[config.mk]
export PLATFORM = sky130hd
export DESIGN_NAME = rwct_front
export DESIGN_NICKNAME = d
export VERILOG_FILES = /design/src/design/rwct_pkg.sv /design/src/design/rwct_front.sv
export SDC_FILE = /design/constraint.sdc
export NUM_CORES = 1
export LEC_CHECK = 0
export BUFFER_PORTS_ARGS = -buffer_cell sky130_fd_sc_hd__buf_2
export CAP_MARGIN = 20
export CELL_PAD_IN_SITES_DETAIL_PLACEMENT = 0
export CELL_PAD_IN_SITES_GLOBAL_PLACEMENT = 1
export CORE_MARGIN = 3
export CORE_UTILIZATION = 45
export DETAILED_ROUTE_END_ITERATION = 10
export GPL_TIMING_DRIVEN = 0
export PLACE_DENSITY = 0.82
export SYNTH_ARGS = -nofsm -noshare
export SYNTH_HDL_FRONTEND = slang
export SYNTH_SLANG_ARGS = --single-unit
[constraint.sdc]
create_clock -name clock -period 6.85 [get_ports clock]
set_input_delay 1.0275 -clock clock [delete_from_list [all_inputs] [get_ports clock]]
set_output_delay 1.0275 -clock clock [all_outputs]
set_load 0.05 [all_outputs]
[src/design/rwct_pkg.sv]
package rwct_pkg;

   localparam int IDX_W    = 12;
   localparam int COLOR_W  = 24;
   localparam int COLUMN_W = 10;
   localparam int ROW_W    = 9;
   localparam int HEIGHT_W = 16;
   localparam int FRAC_W   = 16;

   // d = 256*row + 128*height - 128*screen_rows, nonnegative part
   localparam int D_W          = 25;
   localparam int ROW_SHIFT    = 8;
   localparam int HEIGHT_SHIFT = 7;

   localparam logic [COLOR_W-1:0] HALF_MASK = 24'h7F7F7F;

   localparam logic OP_LOAD  = 1'b0;
   localparam logic OP_SHADE = 1'b1;

   typedef struct packed {
      logic                op;
      logic                wr;
      logic                dark;
      logic [COLUMN_W-1:0] column;
      logic [ROW_W-1:0]    row;
      logic [HEIGHT_W-1:0] wall_height;
      logic [IDX_W-1:0]    index;
      logic [COLOR_W-1:0]  color;
   } side_type;

endpackage

[src/design/rwct_front.sv]
module rwct_front #(
   parameter int SCREEN_ROWS = 512,
   parameter int TEX_COLS    = 64,
   parameter int TEX_ROWS    = 64
) (
   input  logic                                        clock,
   input  logic                                        reset,
   input  logic                                        in_valid,
   output logic                                        in_ready,
   input  rwct_pkg::side_type                          in_side,
   input  logic [rwct_pkg::FRAC_W-1:0]                 in_frac,
   output logic                                        out_valid,
   input  logic                                        out_ready,
   output rwct_pkg::side_type                          out_side,
   output logic [((TEX_COLS > 1) ? $clog2(TEX_COLS) : 1)-1:0] out_tx,
   output logic [rwct_pkg::D_W+$clog2(TEX_ROWS+1)-1:0] out_num
);

   localparam int TCW = (TEX_COLS > 1) ? $clog2(TEX_COLS) : 1;
   localparam int NW  = rwct_pkg::D_W + $clog2(TEX_ROWS + 1);
   localparam int PW  = rwct_pkg::FRAC_W + $clog2(TEX_COLS + 1);
   localparam int RW  = 17;
   localparam int DW  = rwct_pkg::D_W;

   localparam logic [RW-1:0] HALF_ROWS = RW'(SCREEN_ROWS / 2);
   localparam logic [RW-1:0] LAST_ROW  = RW'(SCREEN_ROWS - 1);
   localparam logic [DW-1:0] D_BIAS    = DW'(SCREEN_ROWS << rwct_pkg::HEIGHT_SHIFT);

   logic [RW-1:0]      row_x;
   logic [RW-1:0]      half_h;
   logic               in_range;
   logic [DW-1:0]      d_sum;
   logic [DW-1:0]      d_in;
   logic [PW-1:0]      tx_prod;
   logic [TCW-1:0]     tx_in;
   rwct_pkg::side_type side_in;
   logic [NW-1:0]      num_in;

   logic               v1_ff, v2_ff;
   rwct_pkg::side_type side1_ff, side2_ff;
   logic [DW-1:0]      d1_ff;
   logic [TCW-1:0]     tx1_ff, tx2_ff;
   logic [NW-1:0]      num2_ff;
   logic               adv1, adv2;

   always_comb begin
      row_x    = RW'(in_side.row);
      half_h   = RW'(in_side.wall_height >> 1);
      in_range = (in_side.wall_height != '0) && (row_x + half_h >= HALF_ROWS) &&
                 (row_x < half_h + HALF_ROWS) && (row_x < LAST_ROW);
      d_sum    = (DW'(in_side.row) << rwct_pkg::ROW_SHIFT) +
                 (DW'(in_side.wall_height) << rwct_pkg::HEIGHT_SHIFT);
      d_in     = (d_sum >= D_BIAS) ? d_sum - D_BIAS : '0;
      tx_prod  = PW'(in_frac) * PW'(TEX_COLS);
      tx_in    = tx_prod[rwct_pkg::FRAC_W +: TCW];
      side_in    = in_side;
      side_in.wr = (in_side.op == rwct_pkg::OP_SHADE) && in_range;
      num_in   = NW'(d1_ff) * NW'(TEX_ROWS);
   end

   assign adv2     = !v2_ff || out_ready;
   assign adv1     = !v1_ff || adv2;
   assign in_ready = adv1;

   always_ff @(posedge clock) begin
      if (reset) begin
         v1_ff <= 1'b0;
         v2_ff <= 1'b0;
      end else begin
         if (adv1) begin
            v1_ff <= in_valid;
         end
         if (adv2) begin
            v2_ff <= v1_ff;
         end
      end
   end

   always_ff @(posedge clock) begin
      if (adv1) begin
         side1_ff <= side_in;
         d1_ff    <= d_in;
         tx1_ff   <= tx_in;
      end
      if (adv2) begin
         side2_ff <= side1_ff;
         tx2_ff   <= tx1_ff;
         num2_ff  <= num_in;
      end
   end

   assign out_valid = v2_ff;
   assign out_side  = side2_ff;
   assign out_tx    = tx2_ff;
   assign out_num   = num2_ff;

endmodule

==> metrics.yaml <==
finish:
  antenna_cells: 0
  final.fill_count: 1239
  fin_cells: 857
  fin_nets: 743
  fin_util: 0.5812
  multi_input_area_um2: 1351
  syn_to_final_growth_pct: 25.40
  drive_above_1_share: 0.4009
  seq_area_um2: 5926
synth:
  yosys_warnings: 0
  synth.avg_cell_area_um2: 18.06
  ys.flop_type: "edfxtp_1"
  synth_top_area_cell: "edfxtp_1"
  synth-async-reset-ratio: 0
  yosysMostFrequentCell: "edfxtp_1"
  syn_inst: 412
  yosysUniqueCellTypes: 58
  ys_ff_latch: 198
  synth_edf_count: 196
  synthTopCellsByArea: "edfxtp_1 (79%), ha_1 (3.4%), buf_4 (1.4%), a21oi_1 (1.3%), inv_1 (0.96%)"
  synth_area_um2: 7442
  netlist_top_cells_count: "edfxtp_1 (196), ha_1 (20), a21oi_1 (19), inv_1 (19), buf_4 (14)"
  yosysTopAreaCellShare: 0.7909
  yosysSeqAreaShare: 0.7962
floorplan:
  dieHeight_um: 134.6
  dieArea_um2: 18120
  coreArea_um2: 16060
  ios: 208
  die-width_um: 134.6
  rows: 46
  initial_core_util: 0.4635
placement:
  pre_cts_slack_ns: 2.308
  dp_hpwl_um: 11160
  place_inst: 825
  gp_congestion: 0.8265
  port-buffer-count: 182
global_routing:
  antenna_found_initial: 0
  grt_pass1_wl_um: 22850
  track_usage: 0.1666
  grt_pass1_vias: 4201
  overflow: 0
  grt_max_degree: 56
worst_setup_path:
  r2r_start: "out_valid"
  regToRegSetupSlack_ns: 4.90
  critPathKind: "input port to register"
  slowest_stage: "xor2_1"
  reg2reg_to: "side1_ff[11]"
  crit_path_max_fanout: 6
  cp.required_ns: 7.10
  cpMostUsedCell: "ha_1"
  rr_worst_depth: 3
  crit_family: "adder cells"
  cp.depth: 14
  cpPeakStageDelay_ns: 0.53
  start_kind: "input port"
  end_kind: "register"
  cp_cell_sequence: "buf_2 > ha_1 > fa_1 > nor2b_1 > o311ai_2 > a31oi_1 > xor2_1 > ha_1 > nand2_1 > nor3_1 > nand4_1 > nor3b_1 > nand3_1 > a211oi_1"
  cp-startpoint: "in_side[37]"
  critical_path_arrival_ns: 4.30
  endpoint: "side1_ff[72]"
  path_buf_inv: 1
route:
  drt_first_pass_iters: 4
  wirelength_um: 14980
  num_vias: 4251
  wire_per_inst_um: 17.48
  vias_per_cell: 4.960
  drt_iter0_drc: 268
  drcViolationCount: 0
  antenna_left: 0
clock_tree:
  cts_tree: "yes"
  cts_resized: 0
  postCtsSetupRepairBufs: 0
  path_clk_slew_ns: 0.07
  postCtsHoldBufs: 0
  insertion_delay_ns: 0.42
  cts_buffers: 17
  htree_levels: 4
  clockBufferDepth: 2
  clockRootBuffer: "clkbuf_16"
  numClockSinks: 198
timing:
  clock.fmax_ghz: 0.2469
  slew_viol_final: 0
  fin_skew_ns: 0.007093
  rsz0062_at_grt: "false"
  min_period_over_period: 0.5913
  tns_ns: 0
  hold_viol: 0
  fin_crit_ns: 4.050
  setup_viol: 0
  tightestPinTransition_ns: 0.6992
  relSlewSlack: 0.5339
  fin_ws_ns: 2.800
pwr:
  cellPowerDensity_nw_per_um2: 306.6
  power_mw: 2.861
  peakVddDrop_mv: 0.2013
  p_leak_nw: 3.822
flow_run:
  drv_cap: 0
run_status:
  status: "finished clean"
min_path:
  min_path_type: "register to register"
-- flip-flops by register name, summed over array words and instances, names as in the netlist --
name       flops
out_num       18
out_valid      1
side1_ff      74
out_tx         6
tx1_ff         6
v1_ff          1
d1_ff         18
out_side      74
-- power by group --
part | switching, mW | internal, mW
logic | 0.325 | 0.103
clock network | 0.445 | 0.520
registers | 0.0252 | 1.44
total | 0.795 | 2.07
-- routing by layer --
metal	vias to the layer above	wire length, um	global-route usage
met2	202	7356	0.2796
met1	2024	6083	0.2077
met3	25	1215	0.04545
li1	2000	-	-
met5	-	0	0
met4	0	329	0.06505
-- area by class of cell --
class | instances | area share
plain buffers | 22 | 0.01609
well taps | 216 | 0.02896
inverters | 19 | 0.007910
clock buffers | 18 | 0.04598
repair buffers | 184 | 0.1035
clock inverters | 14 | 0.01783
flip-flops and latches | 198 | 0.6349
multi-input cells | 186 | 0.1448
-- per-stage QoR --
step	hold slack (ns)	instance area, um^2
after floorplan	0.4003	7491
after global placement	0.4005	8672
after detailed placement	0.4045	8737
after CTS	0.4193	9333
after global routing	0.4220	9333
final	0.4144	9333
-- worst min-delay path by stage --
| stage | start | endpoint | slack, ns | cells after the start |
|---|---|---|---|---|
| floorplan | d1_ff[7] | out_num[13] | 0.40 | 0 |
| global placement | side1_ff[12] | out_side[12] | 0.40 | 0 |
| detailed placement | side1_ff[38] | out_side[38] | 0.40 | 0 |
| CTS | side1_ff[35] | out_side[35] | 0.42 | 0 |
| global route | side1_ff[23] | out_side[23] | 0.42 | 0 |
| finish | side1_ff[26] | out_side[26] | 0.41 | 0 |
-- cells in the final DEF, fill, tap and decap left out, types with 5 or more instances in the layout --
| master | instances |
|---|---|
| inv_8 | 5 |
| nand3_1 | 5 |
| nand2_1 | 11 |
| nor2_2 | 5 |
| o21ai_0 | 7 |
| nor3_1 | 5 |
| buf_4 | 14 |
| inv_1 | 18 |
| conb_1 | 14 |
| buf_2 | 183 |
| nand4_1 | 5 |
| nor2_1 | 13 |
| clkbuf_16 | 17 |
| a21oi_1 | 19 |
| clkbuf_1 | 5 |
| nand2b_1 | 6 |
| edfxtp_1 | 196 |
| ha_1 | 20 |
| xnor2_1 | 5 |
| nor2b_1 | 5 |
-- logic make-up (layout without fill, tap and decap cells) --
kind of cell | after synthesis | count (layout) | synth area share
flops | 198 | 198 | 0.7962
simple gates | 79 | 79 | 0.06103
compound gates | 59 | 59 | 0.05952
buf+inv | 41 | 257 | 0.02976
fa+ha+maj | 21 | 21 | 0.03631
xor+xnor | 9 | 9 | 0.01059
mux | 4 | 4 | 0.006052
other cells | 1 | 14 | 0.0005039
Power figures use the tool's default switching activity.
