### src/design/rwct_pkg.sv
package rwct_pkg;

   localparam int IDX_W    = 12;
   localparam int COLOR_W  = 24;
   localparam int COLUMN_W = 10;
   localparam int ROW_W    = 9;
   localparam int HEIGHT_W = 16;
   localparam int FRAC_W   = 16;

   // d = 256*row + 128*height - 128*screen_rows, nonnegative part
   localparam int D_W          = 25;
   localparam int ROW_SHIFT    = 8;
   localparam int HEIGHT_SHIFT = 7;

   localparam logic [COLOR_W-1:0] HALF_MASK = 24'h7F7F7F;

   localparam logic OP_LOAD  = 1'b0;
   localparam logic OP_SHADE = 1'b1;

   typedef struct packed {
      logic                op;
      logic                wr;
      logic                dark;
      logic [COLUMN_W-1:0] column;
      logic [ROW_W-1:0]    row;
      logic [HEIGHT_W-1:0] wall_height;
      logic [IDX_W-1:0]    index;
      logic [COLOR_W-1:0]  color;
   } side_type;

endpackage

### src/design/rwct_div.sv
module rwct_div #(
   parameter int TEX_COLS = 64,
   parameter int TEX_ROWS = 64
) (
   input  logic                                               clock,
   input  logic                                               reset,
   input  logic                                               in_valid,
   output logic                                               in_ready,
   input  rwct_pkg::side_type                                 in_side,
   input  logic [((TEX_COLS > 1) ? $clog2(TEX_COLS) : 1)-1:0] in_tx,
   input  logic [rwct_pkg::D_W+$clog2(TEX_ROWS+1)-1:0]        in_num,
   output logic                                               out_valid,
   input  logic                                               out_ready,
   output rwct_pkg::side_type                                 out_side,
   output logic [((TEX_COLS > 1) ? $clog2(TEX_COLS) : 1)-1:0] out_tx,
   output logic [((TEX_ROWS > 1) ? $clog2(TEX_ROWS) : 1)-1:0] out_ty
);

   localparam int TCW = (TEX_COLS > 1) ? $clog2(TEX_COLS) : 1;
   localparam int TYW = (TEX_ROWS > 1) ? $clog2(TEX_ROWS) : 1;
   localparam int NW  = rwct_pkg::D_W + $clog2(TEX_ROWS + 1);

   // one quotient bit per stage, divisor is wall_height * 256
   logic               v_ff    [TYW];
   rwct_pkg::side_type side_ff [TYW];
   logic [TCW-1:0]     tx_ff   [TYW];
   logic [NW-1:0]      rem_ff  [TYW];
   logic [TYW-1:0]     q_ff    [TYW];
   logic               adv     [TYW+1];

   assign adv[TYW] = out_ready;

   for (genvar i = 0; i < TYW; i++) begin : g_stage
      localparam int B = TYW - 1 - i;

      logic               v_src;
      rwct_pkg::side_type side_src;
      logic [TCW-1:0]     tx_src;
      logic [NW-1:0]      rem_src;
      logic [TYW-1:0]     q_src;
      logic [NW-1:0]      trial;
      logic               fit;
      logic [NW-1:0]      rem_in;
      logic [TYW-1:0]     q_in;

      if (i == 0) begin : g_first
         assign v_src    = in_valid;
         assign side_src = in_side;
         assign tx_src   = in_tx;
         assign rem_src  = in_num;
         assign q_src    = '0;
      end else begin : g_next
         assign v_src    = v_ff[i-1];
         assign side_src = side_ff[i-1];
         assign tx_src   = tx_ff[i-1];
         assign rem_src  = rem_ff[i-1];
         assign q_src    = q_ff[i-1];
      end

      always_comb begin
         trial   = NW'(side_src.wall_height) << (rwct_pkg::ROW_SHIFT + B);
         fit     = rem_src >= trial;
         rem_in  = fit ? rem_src - trial : rem_src;
         q_in    = q_src;
         q_in[B] = fit;
      end

      assign adv[i] = !v_ff[i] || adv[i+1];

      always_ff @(posedge clock) begin
         if (reset) begin
            v_ff[i] <= 1'b0;
         end else if (adv[i]) begin
            v_ff[i] <= v_src;
         end
      end

      always_ff @(posedge clock) begin
         if (adv[i]) begin
            side_ff[i] <= side_src;
            tx_ff[i]   <= tx_src;
            rem_ff[i]  <= rem_in;
            q_ff[i]    <= q_in;
         end
      end
   end

   assign in_ready  = adv[0];
   assign out_valid = v_ff[TYW-1];
   assign out_side  = side_ff[TYW-1];
   assign out_tx    = tx_ff[TYW-1];
   assign out_ty    = q_ff[TYW-1];

endmodule

### config.mk
export PLATFORM = sky130hd
export DESIGN_NAME = rwct_div
export DESIGN_NICKNAME = d
export VERILOG_FILES = /design/src/design/rwct_pkg.sv /design/src/design/rwct_div.sv
export SDC_FILE = /design/constraint.sdc
export NUM_CORES = 1
export LEC_CHECK = 0
export BUFFER_PORTS_ARGS = -buffer_cell sky130_fd_sc_hd__clkbuf_2
export CAP_MARGIN = 20
export CORE_ASPECT_RATIO = 1.4
export CORE_MARGIN = 1
export CORE_UTILIZATION = 41
export DETAILED_ROUTE_END_ITERATION = 8
export PLACE_DENSITY = 0.63
export SYNTH_ARGS = -nofsm -noshare
export SYNTH_HDL_FRONTEND = slang
export SYNTH_SLANG_ARGS = --single-unit
### constraint.sdc
create_clock -name clock -period 4.9 [get_ports clock]
set_input_delay 0.735 -clock clock [delete_from_list [all_inputs] [get_ports clock]]
set_output_delay 0.735 -clock clock [all_outputs]
set_load 0.005 [all_outputs]
==> impl_results.md <==
- Vias in the first global route: around 14000
- Power Dens Cells: 504 nW/µm²
- Placed cell count: around 2700
- Initial antenna violation count: 0
- Mapped Area: about 26000 µm²
- Max Transition Viols Final: 0
- CP max-delay cell: a21o_1
- Status: finished clean
- Worst setup path startpoint: side_ff[2][50]$_DFFE_PP_
- Vias: between 10000 and 15000
- ANT cells: 0
- Reg-to-Reg End: rem_ff[3][30]$_DFFE_PP_
- Worst setup margin: around 1.3 ns
- R2r setup slk: ~1.3 ns
- Std cell rows: 109
- TNS Setup: 0 ns
- Filler cells: around 5400
- Wire length reported by the detailed router: 46.5 mm
- Top Ports: 204
- CP startpoint kind: register
- First-pass GRT wire length: 72.7 mm
- CTS tree: yes
- RSZ-0062 raised after global routing: no
- Final hold viol count: 0
- Cell area after layout: between 30000 and 40000 µm²
- Asr flop ratio synth: 0
- Max_cap viols: 0
- F_max: 282 MHz
- Final Wtd Congestion: roughly 0.9
- CP endpoint: rem_ff[3][30]$_DFFE_PP_
- Clk root buf: clkbuf_16
- Drt first pass iters: 4
- Post-DRT Antenna Nets: 0
- Share of cells above drive strength 1: 0.179
- WHS: about 0.31 ns
- Worst slew margin: 0.322
- Final min period: about 3.6 ns
- Number of synthesized flops with an enable pin: approximately 670
- Worst r2r path cells: 9
- Netlist cell types: 70
- CP Cell Sequence: inv_1 -> ha_1 -> nor4bb_1 -> and2_1 -> and3_1 -> a21o_1 -> and2b_1 -> o211ai_1 -> xnor2_1
- Setup WS pre-CTS: 1.14 ns
- Part of the cycle the worst path needs: 0.725
- IO buf count: between 200 and 250
- Static leakage: ~12 nW
- Syn_nets: approximately 1900
- CTS buffer count: 67
- Routed len/inst: ~17 µm
- Post-synth top flop: edfxtp_1
- Tot Pwr: 15.5 mW
- Multi-input logic area: about 5800 µm²
- Sequential-to-total area share from yosys stat: 0.758
- Clk_lat worst skew: around 0.60 ns
- Critical Path Fanout Max: 28
- Critical path data required time: between 5 and 6 ns
- Peak per-stage delay on the critical path: 0.72 ns
- Via/cell ratio: 4.91
- Worst EP arrival: just under 4 ns
- Worst-case vdd ir drop: approximately 0.35 mV
- Final setup viols: 0
- Layout Nets: between 2000 and 2500
- Post-CTS setup buffer count: 0
- Die Footprint: between 60000 and 70000 µm²
- Gr ovfl total: 0
- H-tree lvl count: 3
- Hpwl dp: roughly 34 mm
- GRT Overall Usage: 0.142
- Clock sinks: about 670
- Clock slew at reported path FFs: roughly 0.060 ns
- HP Class: in2reg
- Die span in y: just over 300 µm
- Setup Skew: approximately 0.016 ns
- Clock Tree Buf Depth: 3
- Slew @ Worst Pin: about 1 ns
- Hold bufs inserted after CTS: 0
- CP Class: reg2reg
- Ys Warns: 0
- Register area: between 20000 and 25000 µm²
- Total core area: about 63000 µm²
- Cells after synthesis: 1649
- Post-cts gate resize count: 0
- Post-synthesis register bit count: approximately 670
- Final Core Density: 0.484
- Syn_area_per_cell: ~16 µm²
- CP endpoint kind: register
- Residual DRC: 0
- Initial DRC count: 575
- Finished Layout Cells: around 2800
- Reg2Reg Launch Point: side_ff[2][50]$_DFFE_PP_
- Synthesis-to-layout area growth: 16.2%
- Starting Density: 0.417
- Pin count of the biggest net entering global routing: a little over 70
- Horiz. Die Dim: around 220 µm
- Post-DP Area: about 28000 µm²
## sequential cells by signal (all words and copies together) (netlist names)
signal   cells
side_ff    444
q_ff        21
v_ff         6
rem_ff     160
tx_ff       36
## how the worst min path moves through the flow
stage / startpoint / depth (start not counted) / slack, ns / end
floorplan: q_ff[0][5]$_DFFE_PP_ / 0 / 0.40 / q_ff[1][5]$_DFFE_PP_
global placement: side_ff[3][34]$_DFFE_PP_ / 0 / 0.40 / side_ff[4][34]$_DFFE_PP_
detailed placement: side_ff[0][15]$_DFFE_PP_ / 0 / 0.40 / side_ff[1][15]$_DFFE_PP_
CTS: in_side[10] / 1 / 0.26 / side_ff[0][10]$_DFFE_PP_
global route: in_side[19] / 1 / 0.28 / side_ff[0][19]$_DFFE_PP_
finish: in_side[71] / 1 / 0.31 / side_ff[0][71]$_DFFE_PP_
## power breakdown
group	switching (mW)	internal, mW	leakage (nW)	total, mW
combinational	1.62	1.31	3.98	2.93
sequential	0.323	7.12	7.02	7.45
clock	2.08	3.01	1.07	5.09
total	4.02	11.4	12.1	15.5
## per-layer routing
metal	track usage	vias up	share of wire
li1	-	6761	-
met1	0.154	6529	0.39
met2	0.273	300	0.55
met3	0.0231	81	0.038
met4	0.0605	0	0.027
met5	0	-	0
## cell families after synthesis
logic type,after synthesis,synth area share
buffers and inverters,151,0.0223
adder cells (fa/ha/maj),101,0.0492
flip-flops,667,0.758
XOR/XNOR,84,0.0278
AND/OR/NAND/NOR,326,0.0638
AO/OA/AOI/OAI,296,0.0686
multiplexers,24,0.0105
## Yosys cell counts, types with 7 or more instances
master,number,area [µm²]
o211ai_1,8,60.1
nand2b_1,11,68.8
nand3_1,24,120
a21oi_1,120,601
nor3_1,13,65.1
a21o_1,30,225
inv_1,121,454
xnor2_1,43,377
mux2_2,18,203
nor2b_1,16,100
nor4b_1,7,61.3
xor2_1,41,359
nand4_1,21,131
nor2_1,81,304
a31oi_1,9,56.3
nor4_1,15,93.8
nor3b_1,8,60.1
edfxtp_1,667,20000
clkbuf_1,19,71.3
ha_1,96,1200
nand3b_1,8,60.1
and2_1,9,56.3
a211oi_1,11,82.6
and3_1,12,75.1
o21ai_0,63,315
nand2_1,77,289
o21a_1,7,52.6
## cells in the final DEF (no fill, tap or decap), types with 5 or more instances in the layout
cell type	count
edfxtp_1	667
clkbuf_2	203
and3_1	12
and2_1	9
fa_1	5
nand4_1	21
o21ai_0	63
a211oi_1	11
a21oi_1	120
o211ai_1	8
buf_4	11
clkbuf_16	68
clkinv_1	11
nor4b_1	7
clkinv_2	6
ha_1	96
xor2_1	41
inv_1	117
nand2_1	75
nand3_1	24
o21a_1	7
nand3b_1	8
nand2b_1	11
a31oi_1	9
mux2_2	18
nor4_1	15
nor3b_1	8
xnor2_1	43
bufinv_16	8
o21bai_1	5
clkbuf_1	13
nor2b_1	16
nor2_1	81
a21o_1	30
nor3_1	13
## critical path, delay by kind of cell (launching register included)
kind	cells	cell delay (ns)
xor+xnor	1	0.15
compound gates	2	0.85
buf+inv	1	0.07
fa+ha+maj	1	0.38
simple gates	4	1.50
flops	1	0.34
## area by class of cell
type,instances,share of cell area
sequential,667,0.652
multi-input combinational,831,0.190
clock buffer,81,0.0570
timing repair buffer,214,0.0358
tap,832,0.0339
clock inverter,39,0.0159
inverter,121,0.0151
No activity file was read; power rests on OpenSTA's default activity.
